## src/rtl/cckr_pkg.sv

```systemverilog
// Shared types, constants and helpers for the cyclic colour keyframe ramp.
// No dependencies; used by every other file of the block but the macro header.
package cckr_pkg;

  // Table and time format
  localparam int MAX_KEYFRAMES  = 16;
  localparam int TIME_FRAC_BITS = 16;
  localparam int TIME_W         = TIME_FRAC_BITS + 1;
  localparam int SPAN_W         = TIME_W + 1;
  localparam int SLOT_W         = $clog2(MAX_KEYFRAMES);
  localparam int COUNT_W        = 5;
  localparam int COLOR_W        = 32;
  localparam int CHAN_W         = 8;
  localparam int DIV_CNT_W      = $clog2(TIME_FRAC_BITS);
  localparam int BLEND_W        = CHAN_W + TIME_W + 1;

  localparam logic [TIME_W-1:0] TIME_ONE = TIME_W'(1) << TIME_FRAC_BITS;

  // Configuration port
  localparam int APB_ADDR_W = 3;
  localparam int APB_DATA_W = 32;
  localparam logic REG_KEYFRAME_COUNT = 1'b0;

  // Item opcodes
  localparam logic OP_WRITE = 1'b0;
  localparam logic OP_QUERY = 1'b1;

  typedef struct packed {
    logic                opcode;
    logic [SLOT_W-1:0]   slot;
    logic [TIME_W-1:0]   key_time;
    logic [COLOR_W-1:0]  key_color;
    logic [TIME_W-1:0]   time_of_day;
  } in_item_t;

  typedef struct packed {
    logic [CHAN_W-1:0] red;
    logic [CHAN_W-1:0] green;
    logic [CHAN_W-1:0] blue;
    logic [CHAN_W-1:0] alpha;
  } out_item_t;

  // Controller to datapath commands
  typedef struct packed {
    logic              wr_en;
    logic              query;
    logic [SLOT_W-1:0] rd_addr;
    logic              take_first;
    logic              set_zero;
    logic              set_single;
    logic              load_seg;
    logic              load_wrap;
    logic              advance;
    logic              div_fix;
    logic              div_step;
    logic              load_out;
  } cckr_cmd_t;

  // Datapath to controller status
  typedef struct packed {
    logic hit;
    logic div_trivial;
  } cckr_stat_t;

  // Clamp a time to one day
  function automatic logic [TIME_W-1:0] sat_time(input logic [TIME_W-1:0] t);
    sat_time = (t > TIME_ONE) ? TIME_ONE : t;
  endfunction

endpackage

```

## src/rtl/cckr_datapath.sv

```systemverilog
// Datapath of the keyframe ramp: keyframe memories, segment registers,
// restoring divider for the blend fraction and the channel blend. Uses cckr_pkg.
module cckr_datapath
  import cckr_pkg::*;
(
  input  logic       clk_i,
  input  in_item_t   in_data_i,
  input  cckr_cmd_t  cmd_i,
  output cckr_stat_t stat_o,
  output out_item_t  out_data_o
);

  logic [TIME_W-1:0]  time_mem  [MAX_KEYFRAMES];
  logic [COLOR_W-1:0] color_mem [MAX_KEYFRAMES];

  logic [TIME_W-1:0]  rd_time_q;
  logic [COLOR_W-1:0] rd_color_q;
  logic [TIME_W-1:0]  t_q;
  logic [TIME_W-1:0]  first_time_q;
  logic [COLOR_W-1:0] first_color_q;
  logic [TIME_W-1:0]  prev_time_q;
  logic [COLOR_W-1:0] prev_color_q;
  logic [COLOR_W-1:0] from_q;
  logic [COLOR_W-1:0] to_q;
  logic [SPAN_W-1:0]  rem_q;
  logic [SPAN_W-1:0]  span_q;
  logic [TIME_W-1:0]  u_q;
  out_item_t          out_q;

  logic [SPAN_W-1:0]  seg_num;
  logic [SPAN_W-1:0]  seg_span;
  logic [SPAN_W-1:0]  wrap_num;
  logic [SPAN_W-1:0]  wrap_span;
  logic [SPAN_W:0]    rem_shift;
  logic               q_bit;
  logic [SPAN_W-1:0]  rem_d;
  logic [COLOR_W-1:0] blend_color;

  // Keyframe memories: one write port, one registered read port
  always_ff @(posedge clk_i) begin
    if (cmd_i.wr_en) begin
      time_mem[in_data_i.slot]  <= sat_time(in_data_i.key_time);
      color_mem[in_data_i.slot] <= in_data_i.key_color;
    end
    rd_time_q  <= time_mem[cmd_i.rd_addr];
    rd_color_q <= color_mem[cmd_i.rd_addr];
  end

  // Segment bracket test: previous entry against the one just read
  assign stat_o.hit = (t_q >= prev_time_q) && (t_q <= rd_time_q);

  // Numerator and span of a bracketing segment and of the wrap segment
  assign seg_num   = SPAN_W'(t_q) - SPAN_W'(prev_time_q);
  assign seg_span  = SPAN_W'(rd_time_q) - SPAN_W'(prev_time_q);
  assign wrap_num  = (t_q < rd_time_q)
                   ? SPAN_W'(t_q) + SPAN_W'(TIME_ONE) - SPAN_W'(rd_time_q)
                   : SPAN_W'(t_q) - SPAN_W'(rd_time_q);
  assign wrap_span = SPAN_W'(first_time_q) + SPAN_W'(TIME_ONE) - SPAN_W'(rd_time_q);

  // Restoring division step; quotient settles to zero or one day when trivial
  assign stat_o.div_trivial = (span_q == '0) || (rem_q >= span_q);
  assign rem_shift = {rem_q, 1'b0};
  assign q_bit     = rem_shift >= {1'b0, span_q};
  assign rem_d     = q_bit ? SPAN_W'(rem_shift - {1'b0, span_q}) : rem_shift[SPAN_W-1:0];

  // Four channel blends, red in the top byte
  always_comb begin
    logic [TIME_W-1:0]  wu;
    logic [BLEND_W-1:0] sum;
    wu = TIME_ONE - u_q;
    for (int ch = 0; ch < 4; ch++) begin
      sum = BLEND_W'(from_q[ch*CHAN_W +: CHAN_W]) * BLEND_W'(wu)
          + BLEND_W'(to_q[ch*CHAN_W +: CHAN_W]) * BLEND_W'(u_q);
      blend_color[ch*CHAN_W +: CHAN_W] = sum[TIME_FRAC_BITS +: CHAN_W];
    end
  end

  // Query time and table scan registers
  always_ff @(posedge clk_i) begin
    if (cmd_i.query) begin
      t_q <= sat_time(in_data_i.time_of_day);
    end
    if (cmd_i.take_first) begin
      first_time_q  <= rd_time_q;
      first_color_q <= rd_color_q;
      prev_time_q   <= rd_time_q;
      prev_color_q  <= rd_color_q;
    end else if (cmd_i.advance) begin
      prev_time_q  <= rd_time_q;
      prev_color_q <= rd_color_q;
    end
  end

  // Segment end colours, divider and blend fraction
  always_ff @(posedge clk_i) begin
    if (cmd_i.set_zero) begin
      from_q <= '0;
      to_q   <= '0;
      u_q    <= '0;
    end else if (cmd_i.set_single) begin
      from_q <= rd_color_q;
      to_q   <= rd_color_q;
      u_q    <= '0;
    end else if (cmd_i.load_seg) begin
      rem_q  <= seg_num;
      span_q <= seg_span;
      from_q <= prev_color_q;
      to_q   <= rd_color_q;
      u_q    <= '0;
    end else if (cmd_i.load_wrap) begin
      rem_q  <= wrap_num;
      span_q <= wrap_span;
      from_q <= rd_color_q;
      to_q   <= first_color_q;
      u_q    <= '0;
    end else if (cmd_i.div_fix) begin
      u_q <= (span_q == '0) ? '0 : TIME_ONE;
    end else if (cmd_i.div_step) begin
      rem_q <= rem_d;
      u_q   <= {u_q[TIME_W-2:0], q_bit};
    end
  end

  // Output register
  always_ff @(posedge clk_i) begin
    if (cmd_i.load_out) begin
      out_q.red   <= blend_color[3*CHAN_W +: CHAN_W];
      out_q.green <= blend_color[2*CHAN_W +: CHAN_W];
      out_q.blue  <= blend_color[1*CHAN_W +: CHAN_W];
      out_q.alpha <= blend_color[0 +: CHAN_W];
    end
  end

  assign out_data_o = out_q;

endmodule

```

## src/rtl/cckr_ctrl.sv

```systemverilog
// Controller of the keyframe ramp: sequences table scan, division and blend,
// and owns the input stall and output valid. Uses cckr_pkg.
module cckr_ctrl
  import cckr_pkg::*;
(
  input  logic               clk_i,
  input  logic               rst_ni,
  input  logic               in_valid_i,
  input  logic               in_opcode_i,
  input  logic [COUNT_W-1:0] kf_count_i,
  input  logic               out_stall_i,
  input  cckr_stat_t         stat_i,
  output cckr_cmd_t          cmd_o,
  output logic               in_stall_o,
  output logic               out_valid_o
);

  localparam logic [2:0] S_IDLE  = 3'd0;
  localparam logic [2:0] S_FIRST = 3'd1;
  localparam logic [2:0] S_SCAN  = 3'd2;
  localparam logic [2:0] S_DIV   = 3'd3;
  localparam logic [2:0] S_BLEND = 3'd4;

  localparam logic [DIV_CNT_W-1:0] DIV_LAST = DIV_CNT_W'(TIME_FRAC_BITS - 1);

  logic [2:0]           state_q, state_d;
  logic [SLOT_W-1:0]    idx_q, idx_d;
  logic [DIV_CNT_W-1:0] cnt_q, cnt_d;
  logic                 out_valid_q, out_valid_d;
  logic [COUNT_W-1:0]   n_kf;
  logic                 at_last;

  // Entries in use, saturated to the table size
  assign n_kf    = (kf_count_i > COUNT_W'(MAX_KEYFRAMES)) ? COUNT_W'(MAX_KEYFRAMES) : kf_count_i;
  assign at_last = ({1'b0, idx_q} == (n_kf - COUNT_W'(1)));

  // Next state and commands
  always_comb begin
    state_d     = state_q;
    idx_d       = idx_q;
    cnt_d       = cnt_q;
    out_valid_d = out_valid_q;
    cmd_o       = '0;

    if (out_valid_q && !out_stall_i) begin
      out_valid_d = 1'b0;
    end

    unique case (state_q)
      S_IDLE: begin
        if (in_valid_i) begin
          if (in_opcode_i == OP_WRITE) begin
            cmd_o.wr_en = 1'b1;
          end else begin
            cmd_o.query   = 1'b1;
            cmd_o.rd_addr = '0;
            if (n_kf == '0) begin
              cmd_o.set_zero = 1'b1;
              state_d        = S_BLEND;
            end else begin
              state_d = S_FIRST;
            end
          end
        end
      end
      S_FIRST: begin
        cmd_o.take_first = 1'b1;
        if (n_kf == COUNT_W'(1)) begin
          cmd_o.set_single = 1'b1;
          state_d          = S_BLEND;
        end else begin
          cmd_o.rd_addr = SLOT_W'(1);
          idx_d         = SLOT_W'(1);
          state_d       = S_SCAN;
        end
      end
      S_SCAN: begin
        if (stat_i.hit) begin
          cmd_o.load_seg = 1'b1;
          cnt_d          = '0;
          state_d        = S_DIV;
        end else begin
          cmd_o.advance = 1'b1;
          if (at_last) begin
            cmd_o.load_wrap = 1'b1;
            cnt_d           = '0;
            state_d         = S_DIV;
          end else begin
            cmd_o.rd_addr = idx_q + SLOT_W'(1);
            idx_d         = idx_q + SLOT_W'(1);
          end
        end
      end
      S_DIV: begin
        if (stat_i.div_trivial) begin
          cmd_o.div_fix = 1'b1;
          state_d       = S_BLEND;
        end else begin
          cmd_o.div_step = 1'b1;
          cnt_d          = cnt_q + DIV_CNT_W'(1);
          if (cnt_q == DIV_LAST) begin
            state_d = S_BLEND;
          end
        end
      end
      S_BLEND: begin
        // wait for the output register to free up
        if (!out_valid_q || !out_stall_i) begin
          cmd_o.load_out = 1'b1;
          out_valid_d    = 1'b1;
          state_d        = S_IDLE;
        end
      end
      default: begin
        state_d = S_IDLE;
      end
    endcase
  end

  // State registers
  always_ff @(posedge clk_i or negedge rst_ni) begin
    if (!rst_ni) begin
      state_q     <= S_IDLE;
      idx_q       <= '0;
      cnt_q       <= '0;
      out_valid_q <= 1'b0;
    end else begin
      state_q     <= state_d;
      idx_q       <= idx_d;
      cnt_q       <= cnt_d;
      out_valid_q <= out_valid_d;
    end
  end

  assign in_stall_o  = (state_q != S_IDLE);
  assign out_valid_o = out_valid_q;

endmodule

```

## src/rtl/cyclic_color_keyframe_ramp.sv

```systemverilog
// Top level of the cyclic colour keyframe ramp: configuration register and
// APB-style port, controller and datapath. Uses cckr_pkg, cckr_ctrl, cckr_datapath.
//
//   channel  direction  handshake            payload
//   in       input      in_valid_i/in_stall_o   in_item_t (write or query)
//   out      output     out_valid_o/out_stall_i out_item_t (RGBA colour)
//   cfg      input      psel/penable/pready     keyframe_count at byte 0
//
// A write item is taken without holding off the input. A query with n keyframes
// in use goes straight to the load for n = 0, through a first table read for
// n = 1, and otherwise through a first table read, one read per cycle for the
// segment search, the bit-per-cycle fraction divider, then the load.
// The next item is taken the cycle after the result is loaded, even while the
// result still waits; a stalled result holds the blend until it is taken.
// Reset clears the controller and keyframe_count; the tables need no clearing.
module cyclic_color_keyframe_ramp
  import cckr_pkg::*;
(
  input  logic                  clk_i,
  input  logic                  rst_ni,
  input  logic                  in_valid_i,
  output logic                  in_stall_o,
  input  in_item_t              in_data_i,
  output logic                  out_valid_o,
  input  logic                  out_stall_i,
  output out_item_t             out_data_o,
  input  logic                  psel,
  input  logic                  penable,
  input  logic                  pwrite,
  input  logic [APB_ADDR_W-1:0] paddr,
  input  logic [APB_DATA_W-1:0] pwdata,
  output logic [APB_DATA_W-1:0] prdata,
  output logic                  pready
);

  logic [COUNT_W-1:0] kf_count_q;
  logic               cfg_wr;
  cckr_cmd_t          cmd;
  cckr_stat_t         stat;

  // Configuration register
  assign pready = 1'b1;
  assign cfg_wr = psel && penable && pwrite && pready && (paddr[2] == REG_KEYFRAME_COUNT);

  always_ff @(posedge clk_i or negedge rst_ni) begin
    if (!rst_ni) begin
      kf_count_q <= '0;
    end else if (cfg_wr) begin
      kf_count_q <= pwdata[COUNT_W-1:0];
    end
  end

  assign prdata = (paddr[2] == REG_KEYFRAME_COUNT) ? APB_DATA_W'(kf_count_q) : '0;

  cckr_ctrl u_ctrl (
    .clk_i       (clk_i),
    .rst_ni      (rst_ni),
    .in_valid_i  (in_valid_i),
    .in_opcode_i (in_data_i.opcode),
    .kf_count_i  (kf_count_q),
    .out_stall_i (out_stall_i),
    .stat_i      (stat),
    .cmd_o       (cmd),
    .in_stall_o  (in_stall_o),
    .out_valid_o (out_valid_o)
  );

  cckr_datapath u_datapath (
    .clk_i      (clk_i),
    .in_data_i  (in_data_i),
    .cmd_i      (cmd),
    .stat_o     (stat),
    .out_data_o (out_data_o)
  );

endmodule

```

## config.mk

```make
export PLATFORM = sky130hd
export DESIGN_NAME = cyclic_color_keyframe_ramp
export DESIGN_NICKNAME = d
export VERILOG_FILES = /design/src/rtl/cckr_pkg.sv /design/src/rtl/cckr_datapath.sv /design/src/rtl/cckr_ctrl.sv /design/src/rtl/cyclic_color_keyframe_ramp.sv
export SDC_FILE = /design/constraint.sdc
export NUM_CORES = 2
export LEC_CHECK = 0
export BUFFER_PORTS_ARGS = -buffer_cell sky130_fd_sc_hd__buf_2
export CORE_MARGIN = 4
export CORE_UTILIZATION = 35
export DETAILED_ROUTE_END_ITERATION = 7
export GPL_ROUTABILITY_DRIVEN = 0
export GPL_TIMING_DRIVEN = 0
export PLACE_DENSITY = 0.52
export SETUP_SLACK_MARGIN = 0.4
export SKIP_CTS_REPAIR_TIMING = 1
export SKIP_LAST_GASP = 1
export SLEW_MARGIN = 25
export SYNTH_ARGS = -nofsm -noshare
export SYNTH_HDL_FRONTEND = slang
export SYNTH_SLANG_ARGS = --single-unit
```

## constraint.sdc

```tcl
create_clock -name clk_i -period 7.8 [get_ports clk_i]
set_clock_uncertainty 0.05 [all_clocks]
set_input_delay 1.56 -clock clk_i [delete_from_list [all_inputs] [get_ports clk_i]]
set_output_delay 1.56 -clock clk_i [all_outputs]
set_load 0.01 [all_outputs]
```

# Yosys cells after proc, flatten, opt, wreduce, memory -nomap -nowiden

Memory sizes are Yosys's and may differ from the RTL's. A register that Yosys moved wholly into a read port is not among the register bits.
Cells that the tools add are included.

Register bits: 281
Bits in latches: 0
RAM bits: 784
Bits in read-only memories: 0
Input port bits: 113
Output and inout port bits: 67
Word-level logic and storage cells: 170
Memories kept: 2

Add/subtract/negate cells: 16
$mul: 8
Div/mod/pow operators: 0
$lt $le $gt $ge: 8
Equal/unequal tests: 17
Shifts and indexed selects: 0
Mux-type cells: 71
Bitwise gates (word level): 3
Reduce and logical (&&, ||, !) cells: 26

Memory list:

| memory               | depth | bits a word | rd ports | clocked after Yosys merged registers in | wr ports | RTL line            | RTL |
|---|---|---|---|---|---|---|---|
| u_datapath.color_mem | 16    | 32          | 1        | 1                                       | 1        | cckr_datapath.sv:14 | `logic [COLOR_W-1:0] color_mem [MAX_KEYFRAMES];` |
| u_datapath.time_mem  | 16    | 17          | 1        | 1                                       | 1        | cckr_datapath.sv:13 | `logic [TIME_W-1:0] time_mem [MAX_KEYFRAMES];` |

Operators by type and width:

| cell                                                  | count |
|---|---|
| 2-to-1 mux 32 bit                                     | 8 |
| multiplier 8 x 17 -> 24 bit                           | 8 |
| 2-to-1 mux 18 bit                                     | 8 |
| 2-to-1 mux 17 bit                                     | 6 |
| adder 24 bit                                          | 4 |
| subtractor 17 x 17 -> 18 bit                          | 3 |
| adder 17 x 17 -> 18 bit, second input constant        | 2 |
| subtractor 18 x 17 -> 18 bit                          | 2 |
| greater-than comparator 17 bit, second input constant | 2 |
| 2-to-1 mux 4 bit                                      | 8 |
| 2-to-1 mux 3 bit                                      | 10 |
| 2-to-1 mux 1 bit                                      | 20 |
| >= comparator 19 x 18 -> 1 bit                        | 1 |
| >= comparator 18 bit                                  | 1 |
| logical NOT 18 bit                                    | 1 |
| subtractor 18 bit                                     | 1 |
| >= comparator 17 bit                                  | 1 |
| less-or-equal comparator 17 bit                       | 1 |
| < comparator 17 bit                                   | 1 |
| subtractor 17 bit, first input constant               | 1 |
| one-hot mux 4 bit (2 select lines)                    | 2 |
| 2-to-1 mux 5 bit                                      | 3 |
| one-hot mux 3 bit (5 select lines)                    | 1 |
| inequality test 2 bit, second input constant          | 6 |
| other kinds (27)                                      | 48 |

# Depth between registers and ports, before layout

Depth in word-level cells: 10
Gate-level depth with buffers: 33
Gate-level depth less buffers: 29

# Cells and area by module

Synthesis repeated with hierarchy kept, for this count alone.

Cell total of the unflattened synthesis: 6463
Area, all modules: 79812.8 µm²

By module, submodules not included:

| module                     | instances | cells an instance | area an instance (µm²) | sequential area each (µm²) |
|---|---|---|---|---|
| cckr_datapath              | 1         | 6315              | 78476.5                | 31640.3 |
| cckr_ctrl                  | 1         | 102               | 869.6                  | 300.3 |
| cyclic_color_keyframe_ramp | 1         | 46                | 466.7                  | 125.1 |

# Least setup slack after synthesis

No wires, ideal clock.

Kind: reg-to-reg
From: register u_datapath.u_q[0]
To: register u_datapath.out_q (netlist bit u_datapath.out_data_o[15]), data pin
Setup time: 0.259 ns
Arrival: 7.909 ns
Data required time: 7.491 ns
Path slack: -0.418 ns
Cell stages (with the launch flop): 32
Path buffers: 4
Period minus slack after synthesis: 8.218 ns
Path through: dfxtp_1 -> clkbuf_1 -> clkbuf_1 -> clkbuf_1 -> inv_1 -> ha_1 -> nand2_1 -> or3_1 -> or3_1 -> nor3_1 -> xnor2_1 -> clkbuf_1 -> nand2_1 -> fa_1 -> fa_1 -> fa_1 -> inv_1 -> fa_1 -> fa_1 -> inv_1 -> fa_1 -> inv_1 -> ha_1 -> a21o_1 -> a21o_1 -> a21o_1 -> o311a_1 -> or4_1 -> a311oi_1 -> o21bai_1 -> a21oi_1 -> xnor2_1

Word-level cells in the longest chain between the ends: 3
Elaborated cells on any way between the ends: 4
Those cells by class: add/sub (2); mul (2)

Ends and longest elaborated chain:

| item                           | RTL line             | RTL |
|---|---|---|
| start: declaration             | cckr_datapath.sv:27  | `logic [TIME_W-1:0] u_q;` |
| start signal: assignment       | cckr_datapath.sv:117 | `u_q <= (span_q == '0) ? '0 : TIME_ONE;` |
| start signal: assignment       | cckr_datapath.sv:120 | `u_q <= {u_q[TIME_W-2:0], q_bit};` |
| subtractor 17 bit              | cckr_datapath.sv:70  | `wu = TIME_ONE - u_q;` |
| multiplier 8 x 17 -> 24 bit    | cckr_datapath.sv:72  | `sum = BLEND_W'(from_q[ch*CHAN_W +: CHAN_W]) * BLEND_W'(wu)` |
| adder 24 bit (*)               | cckr_datapath.sv:73  | `+ BLEND_W'(to_q[ch*CHAN_W +: CHAN_W]) * BLEND_W'(u_q);` |
| via u_datapath.blend_color[15] | cckr_datapath.sv:37  | `logic [COLOR_W-1:0] blend_color;` |
| end: declaration               | cckr_datapath.sv:28  | `out_item_t out_q;` |

The timed path passes the listed nets; every way through them passes the cells marked *.
A chain may end at the register's enable or synchronous reset.

# Worst setup path after layout

From: register u_datapath.u_q[0]
To: register u_datapath.out_q (netlist bit u_datapath.out_data_o[7]), data pin

Same word-level chain as after synthesis.

==> PnR_summary.wiki <==
{| class="wikitable"
! Metric !! Value
|-
| Cell class contributing the biggest share of worst-path delay || adder cells
|-
| Slowest stage cell on the critical path || sky130_fd_sc_hd__fa_1
|-
| Post-synth top area share || 36.32%
|-
| Die width || 485.9 um
|-
| Number of synthesized flops with an enable pin || 967
|-
| Required time at the worst-slack endpoint || 8.19 ns
|-
| Largest cells by area after synthesis || sky130_fd_sc_hd__edfxtp_1 36%, sky130_fd_sc_hd__fa_1 22%, sky130_fd_sc_hd__ha_1 6.4%
|-
| Final setup violation count || 17
|-
| Antenna violations before repair || 46
|-
| WL per Instance || 24.16 um
|-
| Worst Setup End Kind || register
|-
| Number of endpoints with negative hold slack in the final report || 0
|-
| Die footprint || 236100 um^2
|-
| NumNets Final || 8785
|-
| Num ports || 180
|-
| Syn_area_per_cell || 11.52 um^2
|-
| Met2 usage in global routing || 34.40%
|-
| Area growth, synth to finish || 15.38%
|-
| Buffer levels on the longest clock path || 3
|-
| Transition at the pin with the smallest max-transition slack || 1.187 ns
|-
| CTS H-tree lvls || 3
|-
| Final-report max-slew violation count || 0
|-
| Clock latency of the later-clocked register in the worst-skew pair || 0.83 ns
|-
| Crit path buf inv count || 9
|-
| Violations in the final reports || setup timing
|-
| GRT busiest layer || met2
|-
| Startpoint types || register
|-
| Vias per cell || 5.061
|-
| Worst hold path class || register to register
|-
| Layout cells sized above 1 || 10.83%
|-
| Relative slew slack || 20.89%
|-
| Share of the yosys chip area belonging to registers || 40.11%
|-
| Starting density of the core || 35.18%
|-
| Setup repair after global routing missed its margin || yes
|-
| Warning count from the yosys run || 0
|-
| Most frequent cell on the critical path || sky130_fd_sc_hd__fa_1
|-
| Post-CTS clock slew at the launch and capture registers of the worst setup and hold paths || 0.06 ns
|-
| Final worst path period share || 105.0%
|-
| Synth async-reset ratio || 1.526%
|-
| Min cycle time layout || 8.191 ns
|-
| Post-synthesis instance area || 79950 um^2
|-
| Post-synthesis cell count || 6943
|-
| Library cell used as clock root buffer || sky130_fd_sc_hd__clkbuf_16
|-
| Final HPWL DP || 192.7 mm
|-
| Vias after detailed routing || 53169
|-
| Status || finished with violations
|-
| Number of global-route vias before repair || 54976
|-
| Overflow left after global routing || 0
|-
| Data arrival time of the critical path || 8.58 ns
|-
| Clock Sink Count || 1114
|-
| Count of port buffers added during placement || 122
|-
| DR pass1 iterations || 6
|-
| Synthesized flop and latch total || 1114
|-
| Minimum setup slack in the final design || -0.3911 ns
|-
| Number of cells in the design after placement || 10190
|-
| Largest fanout on the critical path || 10
|-
| Top_reg_cell synth || sky130_fd_sc_hd__edfxtp_1
|-
| Global-route total usage across every layer || 21.40%
|-
| Largest net degree at the start of global routing || 33
|-
| M3 GR Usage || 4.071%
|-
| Number of buffers inserted during clock tree synthesis || 121
|-
| Std cell rows || 175
|-
| Number of library cell types mapped by synthesis || 78
|-
| Highest cell delay on the worst timing path || 0.55 ns
|-
| Number of DRC markers in iteration 0 || 4371
|-
| Number of remaining DRC errors || 0
|-
| Fin Setup TNS || -3.341 ns
|-
| Placement-stage worst setup slack || -2.885 ns
|-
| Clock tree from TritonCTS || done
|-
| Core area || 227300 um^2
|-
| Reported max-cap violation count || 0
|-
| Library cell occupying the most area in the post-synthesis netlist || sky130_fd_sc_hd__edfxtp_1
|-
| Remaining number of nets flagged by the antenna check after routing || 0
|-
| Met1 GRT Util || 29.18%
|-
| Worst hold margin || 0.4416 ns
|-
| Crit Path Class || register to register
|-
| Final Routed Wirelength || 253.8 mm
|-
| Post-route insts no fill || 10506
|-
| Die Ht || 485.9 um
|-
| Max Clock Freq || 0.1221 GHz
|-
| Global-route wire length before repair || 373.2 mm
|}
-- cells in the final DEF, fill, tap and decap left out, types with 129 or more instances in the layout --
cell type / synthesis / routed
sky130_fd_sc_hd__mux2i_1: 432 / 432
sky130_fd_sc_hd__clkbuf_1: 249 / 235
sky130_fd_sc_hd__inv_1: 1127 / 1108
sky130_fd_sc_hd__fa_1: 893 / 878
sky130_fd_sc_hd__buf_2: 38 / 167
sky130_fd_sc_hd__edfxtp_1: 967 / 967
sky130_fd_sc_hd__dfxtp_1: 130 / 129
sky130_fd_sc_hd__ha_1: 406 / 395
sky130_fd_sc_hd__nand2_1: 723 / 715
sky130_fd_sc_hd__nor2_1: 190 / 165
sky130_fd_sc_hd__o22ai_1: 201 / 201
sky130_fd_sc_hd__and2_1: 546 / 539
-- path summary, 6_finish.rpt --
check                                          from                     endpoint  slack [ns]  cells after the start
max in group asynchronous                    rst_ni              u_ctrl.cnt_q[0]        6.70                      1
hold / removal             u_datapath.rd_color_q[5]  u_datapath.first_color_q[5]        0.44                      0
setup reg to reg                  u_datapath.u_q[0]     u_datapath.out_data_o[7]       -0.39                     31
setup / recovery                  u_datapath.u_q[0]     u_datapath.out_data_o[7]       -0.39                     31
min in group asynchronous                    rst_ni                kf_count_q[3]        0.64                      1
hold reg to reg            u_datapath.rd_color_q[5]  u_datapath.first_color_q[5]        0.44                      0
-- cell type report --
cell class,count,area (um^2)
Clock inverter,57,673.1
Clock buffer,174,3339
Timing Repair Buffer,281,2850
Fill cell,21709,135000
Antenna cell,16,40.04
Inverter,1128,4247
Multi-Input combinational cell,4350,43110
Tap cell,3009,3765
Sequential cell,1114,32070
Buffer,377,2157
-- kinds of logic (layout without fill, tap and decap cells) --
logic type / Yosys count / in the layout / synth area share [%]
AO/OA/AOI/OAI: 632 / 632 / 5.235
XOR/XNOR: 160 / 160 / 1.753
adder cells (fa/ha/maj): 1299 / 1299 / 28.71
buffers and inverters: 1505 / 2017 / 7.481
flip-flops: 1114 / 1114 / 40.11
multiplexers: 442 / 442 / 5.549
other: 2 / 44 / 0.009393
AND/OR/NAND/NOR: 1789 / 1789 / 11.15
-- worst reg2reg max path: cells and delay by family, from the launching register on --
kind                     cells  cell delay (ns)
flip-flops                   1             0.34
XOR/XNOR                     2             0.39
AO/OA/AOI/OAI                5             0.97
buffers and inverters        9             0.97
adder cells (fa/ha/maj)      8             3.46
AND/OR/NAND/NOR              7             1.73
-- per-layer routing --
metal,vias up,routed length (um)
met5,-,207
met4,32,9154
met3,386,18360
met2,1755,117400
met1,27283,108600
li1,23713,-
-- stage by stage --
step	cell area (um^2)	utilization, %
final	92240	40.59
after global routing	92210	40.57
after CTS	90300	39.73
after detailed placement	86290	37.97
after global placement	84590	37.22
after floorplan	80220	-
-- sequential cells by signal (all words and copies together), names as in the netlist, 18 cells and up --
| name | flops |
|---|---|
| u_datapath.time_mem | 272 |
| u_datapath.rd_color_q | 32 |
| u_datapath.from_q | 32 |
| u_datapath.to_q | 32 |
| u_datapath.first_color_q | 32 |
| u_datapath.rem_q | 18 |
| u_datapath.color_mem | 512 |
| u_datapath.out_data_o | 32 |
| u_datapath.prev_color_q | 32 |
| u_datapath.span_q | 18 |
-- Yosys cell counts (7+ instances only) --
cell,n
sky130_fd_sc_hd__o211ai_1,15
sky130_fd_sc_hd__nor4_1,22
sky130_fd_sc_hd__a21o_1,37
sky130_fd_sc_hd__clkbuf_1,249
sky130_fd_sc_hd__xor2_1,51
sky130_fd_sc_hd__edfxtp_1,967
sky130_fd_sc_hd__buf_4,35
sky130_fd_sc_hd__buf_1,28
sky130_fd_sc_hd__o21a_1,17
sky130_fd_sc_hd__nand3_1,49
sky130_fd_sc_hd__o21bai_1,11
sky130_fd_sc_hd__o22ai_1,201
sky130_fd_sc_hd__nand2b_1,34
sky130_fd_sc_hd__xnor2_1,109
sky130_fd_sc_hd__dfxtp_1,130
sky130_fd_sc_hd__or3_1,17
sky130_fd_sc_hd__nor3_1,48
sky130_fd_sc_hd__mux2i_1,432
sky130_fd_sc_hd__a31oi_1,13
sky130_fd_sc_hd__dfrtp_1,17
sky130_fd_sc_hd__a211oi_1,46
sky130_fd_sc_hd__or4_1,53
sky130_fd_sc_hd__a311oi_1,38
sky130_fd_sc_hd__o21ai_0,83
sky130_fd_sc_hd__mux2_2,10
sky130_fd_sc_hd__ha_1,406
sky130_fd_sc_hd__buf_2,38
sky130_fd_sc_hd__and2_1,546
sky130_fd_sc_hd__nand3b_1,7
sky130_fd_sc_hd__and3_1,13
sky130_fd_sc_hd__nand4_1,16
sky130_fd_sc_hd__nor2b_1,53
sky130_fd_sc_hd__nand2_1,723
sky130_fd_sc_hd__clkbuf_2,8
sky130_fd_sc_hd__inv_1,1127
sky130_fd_sc_hd__nor2_1,190
sky130_fd_sc_hd__fa_1,893
sky130_fd_sc_hd__a21oi_1,101
sky130_fd_sc_hd__buf_6,19
Power is not shown: default switching activity piles up to over one toggle a cycle in this logic, so the estimate is an artifact.
